==> config.mk <==
export PLATFORM = sky130hd
export DESIGN_NAME = neighbor_table_with_aging
export DESIGN_NICKNAME = d
export VERILOG_FILES = /design/src/hw/rtl/nta_pkg.sv /design/src/hw/rtl/nta_cell.sv /design/src/hw/rtl/neighbor_table_with_aging.sv
export SDC_FILE = /design/constraint.sdc
export NUM_CORES = 2
export LEC_CHECK = 0
export ABC_AREA = 0
export BUFFER_PORTS_ARGS = -buffer_cell sky130_fd_sc_hd__buf_4
export CORE_MARGIN = 5
export CORE_UTILIZATION = 40
export DETAILED_ROUTE_END_ITERATION = 16
export SYNTH_ARGS = -nofsm -noshare
export SYNTH_HDL_FRONTEND = slang
export SYNTH_SLANG_ARGS = --single-unit
==> constraint.sdc <==
create_clock -name clk -period 8.7 [get_ports clk]
set_input_delay 1.305 -clock clk [delete_from_list [all_inputs] [get_ports clk]]
set_output_delay 1.305 -clock clk [all_outputs]
set_load 0.05 [all_outputs]
==> src/hw/rtl/nta_pkg.sv <==
// Shared types, constants and helpers for the neighbor table with aging.
// Used by nta_cell, the top level and the checker; depends on nothing.
package nta_pkg;

	localparam int TABLE_ENTRIES = 8;
	localparam int IDX_W = (TABLE_ENTRIES > 1) ? $clog2(TABLE_ENTRIES) : 1;
	localparam int TIME_W = 32;
	localparam int ADDR_W = 48;
	localparam int SLOT_W = 3;
	localparam int CNT_W = 4;
	localparam int CFG_IDX_W = 2;

	localparam logic [CNT_W-1:0] LIVE_MAX = (TABLE_ENTRIES > 15) ? 4'd15 : CNT_W'(TABLE_ENTRIES);

	localparam logic KIND_DETECT = 1'b0;
	localparam logic KIND_TICK = 1'b1;

	localparam logic [CFG_IDX_W-1:0] REG_BLE_ENABLED = 2'd0;
	localparam logic [CFG_IDX_W-1:0] REG_TIMEOUT = 2'd1;
	localparam logic [CFG_IDX_W-1:0] REG_BCAST_INTERVAL = 2'd2;

	localparam logic [TIME_W-1:0] TIMEOUT_RESET = 32'd30000;
	localparam logic [TIME_W-1:0] BCAST_INTERVAL_RESET = 32'd5000;

	typedef struct packed {
		logic kind;
		logic [TIME_W-1:0] now_ms;
		logic [ADDR_W-1:0] peer_address;
		logic signed [7:0] signal_strength;
		logic [7:0] peer_mood;
	} request_t;

	typedef struct packed {
		logic [SLOT_W-1:0] slot_used;
		logic is_new;
		logic refreshed;
		logic dropped;
		logic [CNT_W-1:0] live_count;
		logic broadcast_due;
	} result_t;

	// Token walking the row of cells: search pass first, then apply pass.
	typedef struct packed {
		logic vld;
		logic apply;
		logic kind;
		logic [TIME_W-1:0] now_ms;
		logic [ADDR_W-1:0] peer_address;
		logic signed [7:0] signal_strength;
		logic [7:0] peer_mood;
		logic [IDX_W-1:0] pos;
		logic hit;
		logic [IDX_W-1:0] hit_idx;
		logic free;
		logic [IDX_W-1:0] free_idx;
		logic wr;
		logic [IDX_W-1:0] wr_idx;
		logic clr;
		logic [CNT_W-1:0] live;
	} token_t;

	function automatic logic [SLOT_W-1:0] to_slot(input logic [IDX_W-1:0] idx);
		return SLOT_W'(idx);
	endfunction

endpackage

==> src/hw/rtl/nta_cell.sv <==
// One table entry of the neighbor table plus its stage of the token row.
// Depends on nta_pkg.
module nta_cell (
	input  logic                         clk,
	input  logic                         arst_n,
	input  logic [nta_pkg::TIME_W-1:0]   timeout_ms,
	input  nta_pkg::token_t              tok_in,
	output nta_pkg::token_t              tok_out
);

	logic [nta_pkg::TIME_W-1:0] last_seen_q;
	logic [nta_pkg::ADDR_W-1:0] address_q;
	logic [7:0]                 strength_q;
	logic [7:0]                 mood_q;
	nta_pkg::token_t            tok_q;

	nta_pkg::token_t            tok_d;
	logic [nta_pkg::TIME_W-1:0] last_seen_d;
	logic [nta_pkg::TIME_W-1:0] age;
	logic [nta_pkg::TIME_W-1:0] stamp;
	logic                       valid;
	logic                       stale;
	logic                       match;
	logic                       target;
	logic                       wr_en;
	logic                       live_here;

	always_comb begin
		valid = last_seen_q != '0;
		age = tok_in.now_ms - last_seen_q;
		stale = age > timeout_ms;
		match = valid && (address_q == tok_in.peer_address);
		target = tok_in.wr && (tok_in.wr_idx == tok_in.pos);
		stamp = (tok_in.now_ms == '0) ? nta_pkg::TIME_W'(1) : tok_in.now_ms;

		tok_d = tok_in;
		tok_d.pos = tok_in.pos + nta_pkg::IDX_W'(1);
		last_seen_d = last_seen_q;
		wr_en = 1'b0;
		live_here = 1'b0;

		if (tok_in.vld) begin
			if (!tok_in.apply) begin
				// search: first valid match, first empty or timed-out slot
				if (!tok_in.hit && match) begin
					tok_d.hit = 1'b1;
					tok_d.hit_idx = tok_in.pos;
				end
				if (!tok_in.free && (!valid || stale)) begin
					tok_d.free = 1'b1;
					tok_d.free_idx = tok_in.pos;
				end
			end else begin
				if (target) begin
					last_seen_d = stamp;
					wr_en = 1'b1;
					// age of the fresh stamp is zero, or all ones when time is zero
					live_here = (tok_in.now_ms != '0) || (timeout_ms == '1);
				end else if (tok_in.clr && valid && stale) begin
					last_seen_d = '0;
				end else begin
					live_here = valid && !stale;
				end
				if (live_here && (tok_in.live != '1)) begin
					tok_d.live = tok_in.live + nta_pkg::CNT_W'(1);
				end
			end
		end
	end

	always_ff @(posedge clk or negedge arst_n) begin
		if (!arst_n) begin
			tok_q <= '0;
			last_seen_q <= '0;
		end else begin
			tok_q <= tok_d;
			last_seen_q <= last_seen_d;
		end
	end

	always_ff @(posedge clk) begin
		if (wr_en) begin
			address_q <= tok_in.peer_address;
			strength_q <= tok_in.signal_strength;
			mood_q <= tok_in.peer_mood;
		end
	end

	assign tok_out = tok_q;

endmodule

==> src/hw/rtl/neighbor_table_with_aging.sv <==
// Top level of the neighbor table with aging: control and the row of cells.
// Depends on nta_pkg and nta_cell.
//
//  channel   signals                        direction  handshake
//  request   start, busy, request           in         start & !busy
//  result    done, result                   out        done, one cycle, no stall
//  config    cfg_valid, cfg_ready,          in         cfg_valid & cfg_ready
//            cfg_index, cfg_data
//
// A request walks the row of TABLE_ENTRIES cells twice, one cell per cycle: a
// search pass for match and free slot, then an apply pass that writes, ages and counts.
// The result strobes once the apply pass leaves the last cell; busy drops in the
// strobe cycle, so a new request is taken only after the last one is done.
// Reset empties every entry at once; no clearing pass. The result side cannot stall.
module neighbor_table_with_aging (
	input  logic                            clk,
	input  logic                            arst_n,
	input  logic                            start,
	output logic                            busy,
	input  nta_pkg::request_t               request,
	output logic                            done,
	output nta_pkg::result_t                result,
	input  logic                            cfg_valid,
	output logic                            cfg_ready,
	input  logic [nta_pkg::CFG_IDX_W-1:0]   cfg_index,
	input  logic [nta_pkg::TIME_W-1:0]      cfg_data
);

	typedef enum logic [1:0] {
		ST_IDLE,
		ST_SEARCH,
		ST_APPLY
	} state_t;

	state_t                      state_q;
	nta_pkg::token_t             launch_q;
	nta_pkg::result_t            res_q;
	logic                        done_q;
	logic [nta_pkg::TIME_W-1:0]  last_bcast_q;
	logic                        ble_enabled_q;
	logic [nta_pkg::TIME_W-1:0]  timeout_q;
	logic [nta_pkg::TIME_W-1:0]  interval_q;

	nta_pkg::token_t             tok [nta_pkg::TABLE_ENTRIES+1];
	nta_pkg::token_t             tail;
	nta_pkg::token_t             fresh_tok;
	nta_pkg::token_t             apply_tok;
	logic [nta_pkg::TIME_W-1:0]  bcast_age;
	logic                        bcast_due;
	logic                        is_detect;

	assign tok[0] = launch_q;
	assign tail = tok[nta_pkg::TABLE_ENTRIES];

	for (genvar i = 0; i < nta_pkg::TABLE_ENTRIES; i++) begin : g_cell
		nta_cell u_cell (
			.clk        (clk),
			.arst_n     (arst_n),
			.timeout_ms (timeout_q),
			.tok_in     (tok[i]),
			.tok_out    (tok[i+1])
		);
	end

	assign busy = state_q != ST_IDLE;
	assign cfg_ready = !busy;
	assign done = done_q;
	assign result = res_q;

	always_comb begin
		is_detect = tail.kind == nta_pkg::KIND_DETECT;
		bcast_age = tail.now_ms - last_bcast_q;
		bcast_due = !is_detect && ble_enabled_q && (bcast_age > interval_q);

		fresh_tok = '0;
		fresh_tok.vld = 1'b1;
		fresh_tok.kind = request.kind;
		fresh_tok.now_ms = request.now_ms;
		fresh_tok.peer_address = request.peer_address;
		fresh_tok.signal_strength = request.signal_strength;
		fresh_tok.peer_mood = request.peer_mood;

		// turn the search outcome into write / clear orders for the apply pass
		apply_tok = tail;
		apply_tok.apply = 1'b1;
		apply_tok.pos = '0;
		apply_tok.live = '0;
		apply_tok.wr = is_detect && (tail.hit || tail.free);
		apply_tok.wr_idx = tail.hit ? tail.hit_idx : tail.free_idx;
		apply_tok.clr = !is_detect && ble_enabled_q;
	end

	always_ff @(posedge clk or negedge arst_n) begin
		if (!arst_n) begin
			state_q <= ST_IDLE;
			launch_q <= '0;
			res_q <= '0;
			done_q <= 1'b0;
			last_bcast_q <= '0;
		end else begin
			launch_q.vld <= 1'b0;
			done_q <= 1'b0;
			unique case (state_q)
				ST_IDLE: begin
					if (start) begin
						launch_q <= fresh_tok;
						state_q <= ST_SEARCH;
					end
				end
				ST_SEARCH: begin
					if (tail.vld) begin
						launch_q <= apply_tok;
						res_q <= '0;
						if (is_detect) begin
							res_q.refreshed <= tail.hit;
							res_q.is_new <= !tail.hit && tail.free;
							res_q.dropped <= !tail.hit && !tail.free;
							if (tail.hit || tail.free) begin
								res_q.slot_used <= nta_pkg::to_slot(apply_tok.wr_idx);
							end
						end else begin
							res_q.broadcast_due <= bcast_due;
						end
						if (bcast_due) begin
							last_bcast_q <= tail.now_ms;
						end
						state_q <= ST_APPLY;
					end
				end
				ST_APPLY: begin
					if (tail.vld) begin
						res_q.live_count <= tail.live;
						done_q <= 1'b1;
						state_q <= ST_IDLE;
					end
				end
				default: begin
					state_q <= ST_IDLE;
				end
			endcase
		end
	end

	always_ff @(posedge clk or negedge arst_n) begin
		if (!arst_n) begin
			ble_enabled_q <= 1'b0;
			timeout_q <= nta_pkg::TIMEOUT_RESET;
			interval_q <= nta_pkg::BCAST_INTERVAL_RESET;
		end else if (cfg_valid && cfg_ready) begin
			unique case (cfg_index)
				nta_pkg::REG_BLE_ENABLED: ble_enabled_q <= cfg_data[0];
				nta_pkg::REG_TIMEOUT: timeout_q <= cfg_data;
				nta_pkg::REG_BCAST_INTERVAL: interval_q <= cfg_data;
				default: begin
					// drop writes to unknown registers
				end
			endcase
		end
	end

endmodule

# Word level (Yosys, flattened, before mapping)
# Index checks and enable logic that the tools add are counted.
[totals] input_bits=135 n_memories=0 elab_cells=560 mem_bits_ro=0 regBits=1813 out_inout_bits=14 latchBits=0 mem_bits_rw=0
[classes] n_mux=152 div_mod_pow=0 eq_ne=32 reduce_logical=175 add_sub_neg=24 n_bitwise=1 n_shift=0 multipliers=0 magnitude_cmp=9
[op_table] cell="$mux 32" count=24
[op_table] cell="$reduce_bool 32->1" count=16
[op_table] cell="$eq 48x48->1" count=8
[op_table] cell="$gt 32x32->1" count=9
[op_table] cell="$sub 32x32->32" count=9
[op_table] cell="$logic_not 32->1" count=8
[op_table] cell="$mux 119" count=2
[op_table] cell="$pmux 119 s2" count=1
[op_table] cell="$mux 4" count=41
[op_table] cell="$mux 8" count=16
[op_table] cell="$logic_and 1x1->1" count=70
[op_table] cell="$mux 1" count=59
[op_table] cell="$reduce_and 3->1" count=12
[op_table] cell="$logic_not 1->1" count=35
[op_table] cell="$add 4x1->4 const B" count=8
[op_table] cell="$eq 32x32->1 const B" count=1
[op_table] cell="$ne 4x4->1 const B" count=8
[op_table] cell="$eq 3x3->1" count=8
[op_table] cell="$reduce_bool 2->1" count=11
[op_table] cell="$add 3x1->3 const B" count=7
[op_table] cell="$logic_or 1x1->1" count=17
[op_table] cell="$pmux 4 s2" count=1
[op_table] cell="$reduce_and 2->1" count=4
[op_table] cell="$mux 2" count=3
[op_table] cell="other kinds (10)" count=15

# Longest topological paths before layout
[logic_depth] word_depth=12 ltp_mapped=26 ltp_nobuf=25

# Cells and area by module
# Synthesis repeated with hierarchy kept, for this count alone.
[hier_totals] cells_unflattened=7070 hier_area_um2=84566.1
[modules_own_cells] module="nta_cell (g_cell[4].u_cell ...)" area_each_um2=9203.8 instances=3 cells_each=761 seq_area_each_um2=5220.0
[modules_own_cells] module="nta_cell (g_cell[1].u_cell ...)" area_each_um2=9059.9 instances=2 cells_each=727 seq_area_each_um2=5220.0
[modules_own_cells] module="neighbor_table_with_aging" area_each_um2=11454.7 instances=1 cells_each=1106 seq_area_each_um2=5595.4
[modules_own_cells] module="nta_cell (g_cell[3].u_cell)" area_each_um2=9178.8 instances=1 cells_each=753 seq_area_each_um2=5220.0
[modules_own_cells] module="nta_cell (g_cell[0].u_cell)" area_each_um2=9107.5 instances=1 cells_each=732 seq_area_each_um2=5220.0
[modules_own_cells] module="nta_cell (g_cell[7].u_cell)" area_each_um2=9093.7 instances=1 cells_each=742 seq_area_each_um2=5220.0

# Worst setup path before layout
# Ideal clock, no wire load.
[synth_path] kind="reg-to-reg" from="reg g_cell[4].u_cell.tok_q, in the netlist g_cell[4].u_cell.tok_out[19]" to="reg g_cell[5].u_cell.last_seen_q[10] (netlist name)" t_required_ns=8.634 path_buffers=1 arrival_ns=6.265 stages_incl_launch_ff=6 path_slack_ns=2.369 period_less_slack_ns=6.331 setup_time_ns=0.066 path_cell_list="dfrtp_1 > xor2_1 > nor4_1 > nor2b_1 > clkbuf_1 > a22o_1"
[synth_via] elab_chain_len=4 elab_cells_between_ends=5 cone_classes="1 x eq/ne; 1 x mux; 3 x reduce/logical"
[synth_lines] item="start: declaration" line_no="nta_cell.sv:15" rtl="nta_pkg::token_t tok_q;"
[synth_lines] item="start signal: assignment" line_no="nta_cell.sv:76" rtl="tok_q <= tok_d;"
[synth_lines] item="$eq 3x3->1 (*)" line_no="nta_cell.sv:33" rtl="target = tok_in.wr && (tok_in.wr_idx == tok_in.pos);"
[synth_lines] item="$logic_and 1x1->1 (*)" line_no="nta_cell.sv:33"
[synth_lines] item="$reduce_bool 2->1 (no line)"
[synth_lines] item="$reduce_and 3->1 (no line)"
[synth_lines] item="end signal: assignment" line_no="nta_cell.sv:77" rtl="last_seen_q <= last_seen_d;"
[synth_lines] item="end: declaration" line_no="nta_cell.sv:11" rtl="logic [nta_pkg::TIME_W-1:0] last_seen_q;"
# Mark *: on every way between the ends. The rest lies on a longest branch, timed or not.
# A chain may end at the register's enable or synchronous reset.

# Worst setup path after layout
[layout_path] from="reg g_cell[7].u_cell.tok_q, in the netlist g_cell[7].u_cell.tok_out[84]" to="reg last_bcast_q[31] (netlist name)"
[layout_via] elab_chain_len=4
[layout_lines] item="start: declaration" line_no="nta_cell.sv:15"
[layout_lines] item="start signal: assignment" line_no="nta_cell.sv:76"
[layout_lines] item="$sub 32x32->32" line_no="neighbor_table_with_aging.sv:72" rtl="bcast_age = tail.now_ms - last_bcast_q;"
[layout_lines] item="$gt 32x32->1" line_no="neighbor_table_with_aging.sv:73" rtl="bcast_due = !is_detect && ble_enabled_q && (bcast_age > interval_q);"
[layout_lines] item="$logic_and 1x1->1" line_no="neighbor_table_with_aging.sv:73"
[layout_lines] item="$reduce_and 3->1 (no line)"
[layout_lines] item="end signal: assignment" line_no="neighbor_table_with_aging.sv:125" rtl="last_bcast_q <= tail.now_ms;"
[layout_lines] item="end: declaration" line_no="neighbor_table_with_aging.sv:39" rtl="logic [nta_pkg::TIME_W-1:0] last_bcast_q;"
# No other way between the ends.

==> impl_results.md <==
- Outcome: finished clean
- Placeable Area: between 150000 and 200000 sq um
- WS Path Type: register to register
- GRT Residual Overflow: 0
- Antenna Nets Post-Route: 0
- Final TNS setup: 0 ps
- Sequential-to-total area share from yosys stat: 56.47%
- Xor/xnor share of the synthesized area: ~7.3%
- DR WL/cell: 24.16 um
- Syn avg cell area: 12.25 sq um
- CTS buffer count: 167
- Initial antenna violation count: 3
- Ys async rst share: 76.83%
- Vias in the first global route: 51260
- Clock skew: 52.21 ps
- Worst Path Required: roughly 9400 ps
- Pre-Repair DR Iteration Count: 6
- Unrepaired setup endpoints after global routing: false
- Worst-Skew Late Latency: 830 ps
- Family with the most delay on the worst path: compound AO/OA/AOI/OAI gates
- Worst Hold Class: register to register
- Synth Area in Simple Gates: roughly 8.6%
- Worst Setup End Kind: register
- Die W: 448.3 um
- First-pass GRT wire length: 332.0 mm
- Final GP Congestion: around 0.91
- Final Hold Fails: 0
- CTS Sinks: 1657
- Most used DFF post-synth: dfrtp_1
- Compound-Gate Fraction of Synth Area: 13.00%
- Critical-path top delay cell: nor4_1
- Top cell type's share of synthesized area: around 41%
- FP Rows: 160
- Largest family of logic cells by synthesized area: compound AO/OA/AOI/OAI gates
- Min Tclk post-route: 6918 ps
- Critical-path cell list: inv_1 > ha_1 > inv_1 > fa_1 > a21oi_1 > o21ai_1 > a21oi_1 > nor3_1 > o31ai_1 > nand4_1 > a311oi_1 > o21bai_1 > a21oi_1 > xnor2_1 > ha_1 > nand4_1 > nor4_1 > o21ai_0 > a311oi_4 > buf_4 > mux2_1
- Post-CTS Setup Inserts: 0
- Commonest non-fill, non-tap cell in the layout: dfrtp_1
- # hold bufs at CTS: 0
- Post-synth EDFFs: 384
- Synth Register Bits: ~1700
- Startpoint Class: register
- Most frequent cells in the layout: dfrtp_1 (1261), ha_1 (581), inv_1 (456)
- CTS resizes: 0
- Placed Instance Area: 81310 sq um
- Clk root buf: clkbuf_16
- Max FO, Critical Path: 32
- Total GRT Usage: ~22%
- Layout area overhead: 13.31%
- Syn Nets: 7001
- Fmax: around 140 MHz
- Ranking of synthesized cells by area: dfrtp_1 (41%), edfxtp_1 (15%), ha_1 (9.5%), xnor2_1 (4.2%), xor2_1 (3.1%)
- Max-cap violations: 0
- Via-to-Cell Ratio: 5.503
- Yosys cell types: 88
- Largest area contributor in the synthesized netlist: dfrtp_1
- Most frequent cell on the critical path: a21oi_1
- Post-DP HPWL: 164.3 mm
- Setup violators final: 0
- Netlist Area Pre-Place: 76850 sq um
- Die area: 201000 sq um
- Initial Util: 40.33%
- Total number of vias: 50620
- Synth Warn #: 0
- Post-route cell area: 87090 sq um
- Worst path max stage delay: 760 ps
- Nets: 7272
- Die height: around 450 um
- Clock Pin Slew Worst Setup and Hold Paths: 60 ps
- Worst rel slew slack: ~15%
- Post-synthesis mux area share: 2.230%
- Adder-cell share of the synthesized area: 9.693%
- Starting DRT DRC Count: 3761
- CTS tree: done
- Worst Path Buf+Inv: 3
- DRC: 0
- CP arrival: 7580 ps
- Final Cycle Share: 79.52%
- Share of cells above drive strength 1: a little under a tenth
- Max Slew Vio Count: 0
- Cells after synthesis: roughly 6300
- Routed wire length: 222.3 mm
- H-tree depth: 4
- Largest net degree at the start of global routing: 175
- Bufs on Longest Clock Path: 3
- IO buf count: approximately 130
- Number of placed I/O pins: 149
- Slew @ Worst Pin: 1276 ps
stage by stage:
stage	cells	worst slack, ps	utilization [%]	hold slack [ps]
detailed placement	8889	2098	42.67	336.4
global route	9198	1560	45.69	359.5
finish	9200	1782	45.70	355.9
global placement	8889	2088	42.67	338.2
floorplan	6276	2369	-	331.2
CTS	9197	1972	45.69	358.4
synth_stat cells (all sizes together) (85+ instances only):
cell type	count
a21o	229
a21oi	315
a22o	267
a22oi	85
clkbuf	91
dfrtp	1261
edfxtp	384
ha	581
inv	457
mux2	146
nand2	287
nand3	85
nand4	167
nor2	197
nor4	203
o21ai	171
xnor2	366
xor2	276
worst paths after layout:
path	from	cells past startpoint	endpoint	slack [ps]
max in group asynchronous	arst_n	3	g_cell[3].u_cell.tok_out[79]	6310
max	g_cell[7].u_cell.tok_out[84]	21	last_bcast_q[31]	1780
min in group asynchronous	arst_n	1	last_bcast_q[28]	520
max reg2reg	g_cell[7].u_cell.tok_out[84]	21	last_bcast_q[31]	1780
min	g_cell[3].u_cell.tok_out[116]	0	g_cell[4].u_cell.tok_out[116]	360
min reg2reg	g_cell[3].u_cell.tok_out[116]	0	g_cell[4].u_cell.tok_out[116]	360
cell type report:
type                            count  area (sq um)
Fill cell                       17250        103500
Sequential cell                  1657         43400
Multi-Input combinational cell   4064         31470
Clock buffer                      225          4711
Tap cell                         2511          3142
Inverter                          457          1715
Timing Repair Buffer              200          1584
Clock inverter                     83          1055
Antenna cell                        3         7.507
kinds of logic (layout without fill, tap and decap cells):
family / Yosys count / count (layout)
DFF: 1657 / 1657
buffers and inverters: 555 / 965
xor gates and xnor gates: 642 / 642
muxes: 153 / 153
and+or+nand+nor: 1259 / 1259
other: 2 / 5
AOI/OAI and AO/OA: 1418 / 1418
adders and majority gates: 590 / 590
layer usage:
metal	track usage [%]	wire, um	up-vias
li1	-	-	23400
met1	27.84	90940	25650
met2	38.63	111500	1234
met3	3.267	10320	338
met4	8.563	9489	0
met5	0	0	-
state kept, by name, indices dropped and copies added (netlist names):
| register | cells |
|---|---|
| g_cell.u_cell.tok_out | 810 |
| g_cell.u_cell.address_q | 384 |
| g_cell.u_cell.last_seen_q | 256 |
| launch_q | 96 |
| interval_q | 32 |
| last_bcast_q | 32 |
| timeout_q | 32 |
| result | 11 |
| state_q | 2 |
| ble_enabled_q | 1 |
| done | 1 |
Power is left out: the tool's default activity adds up to more than one toggle a clock period on the data nets, which glitch-free logic cannot reach.
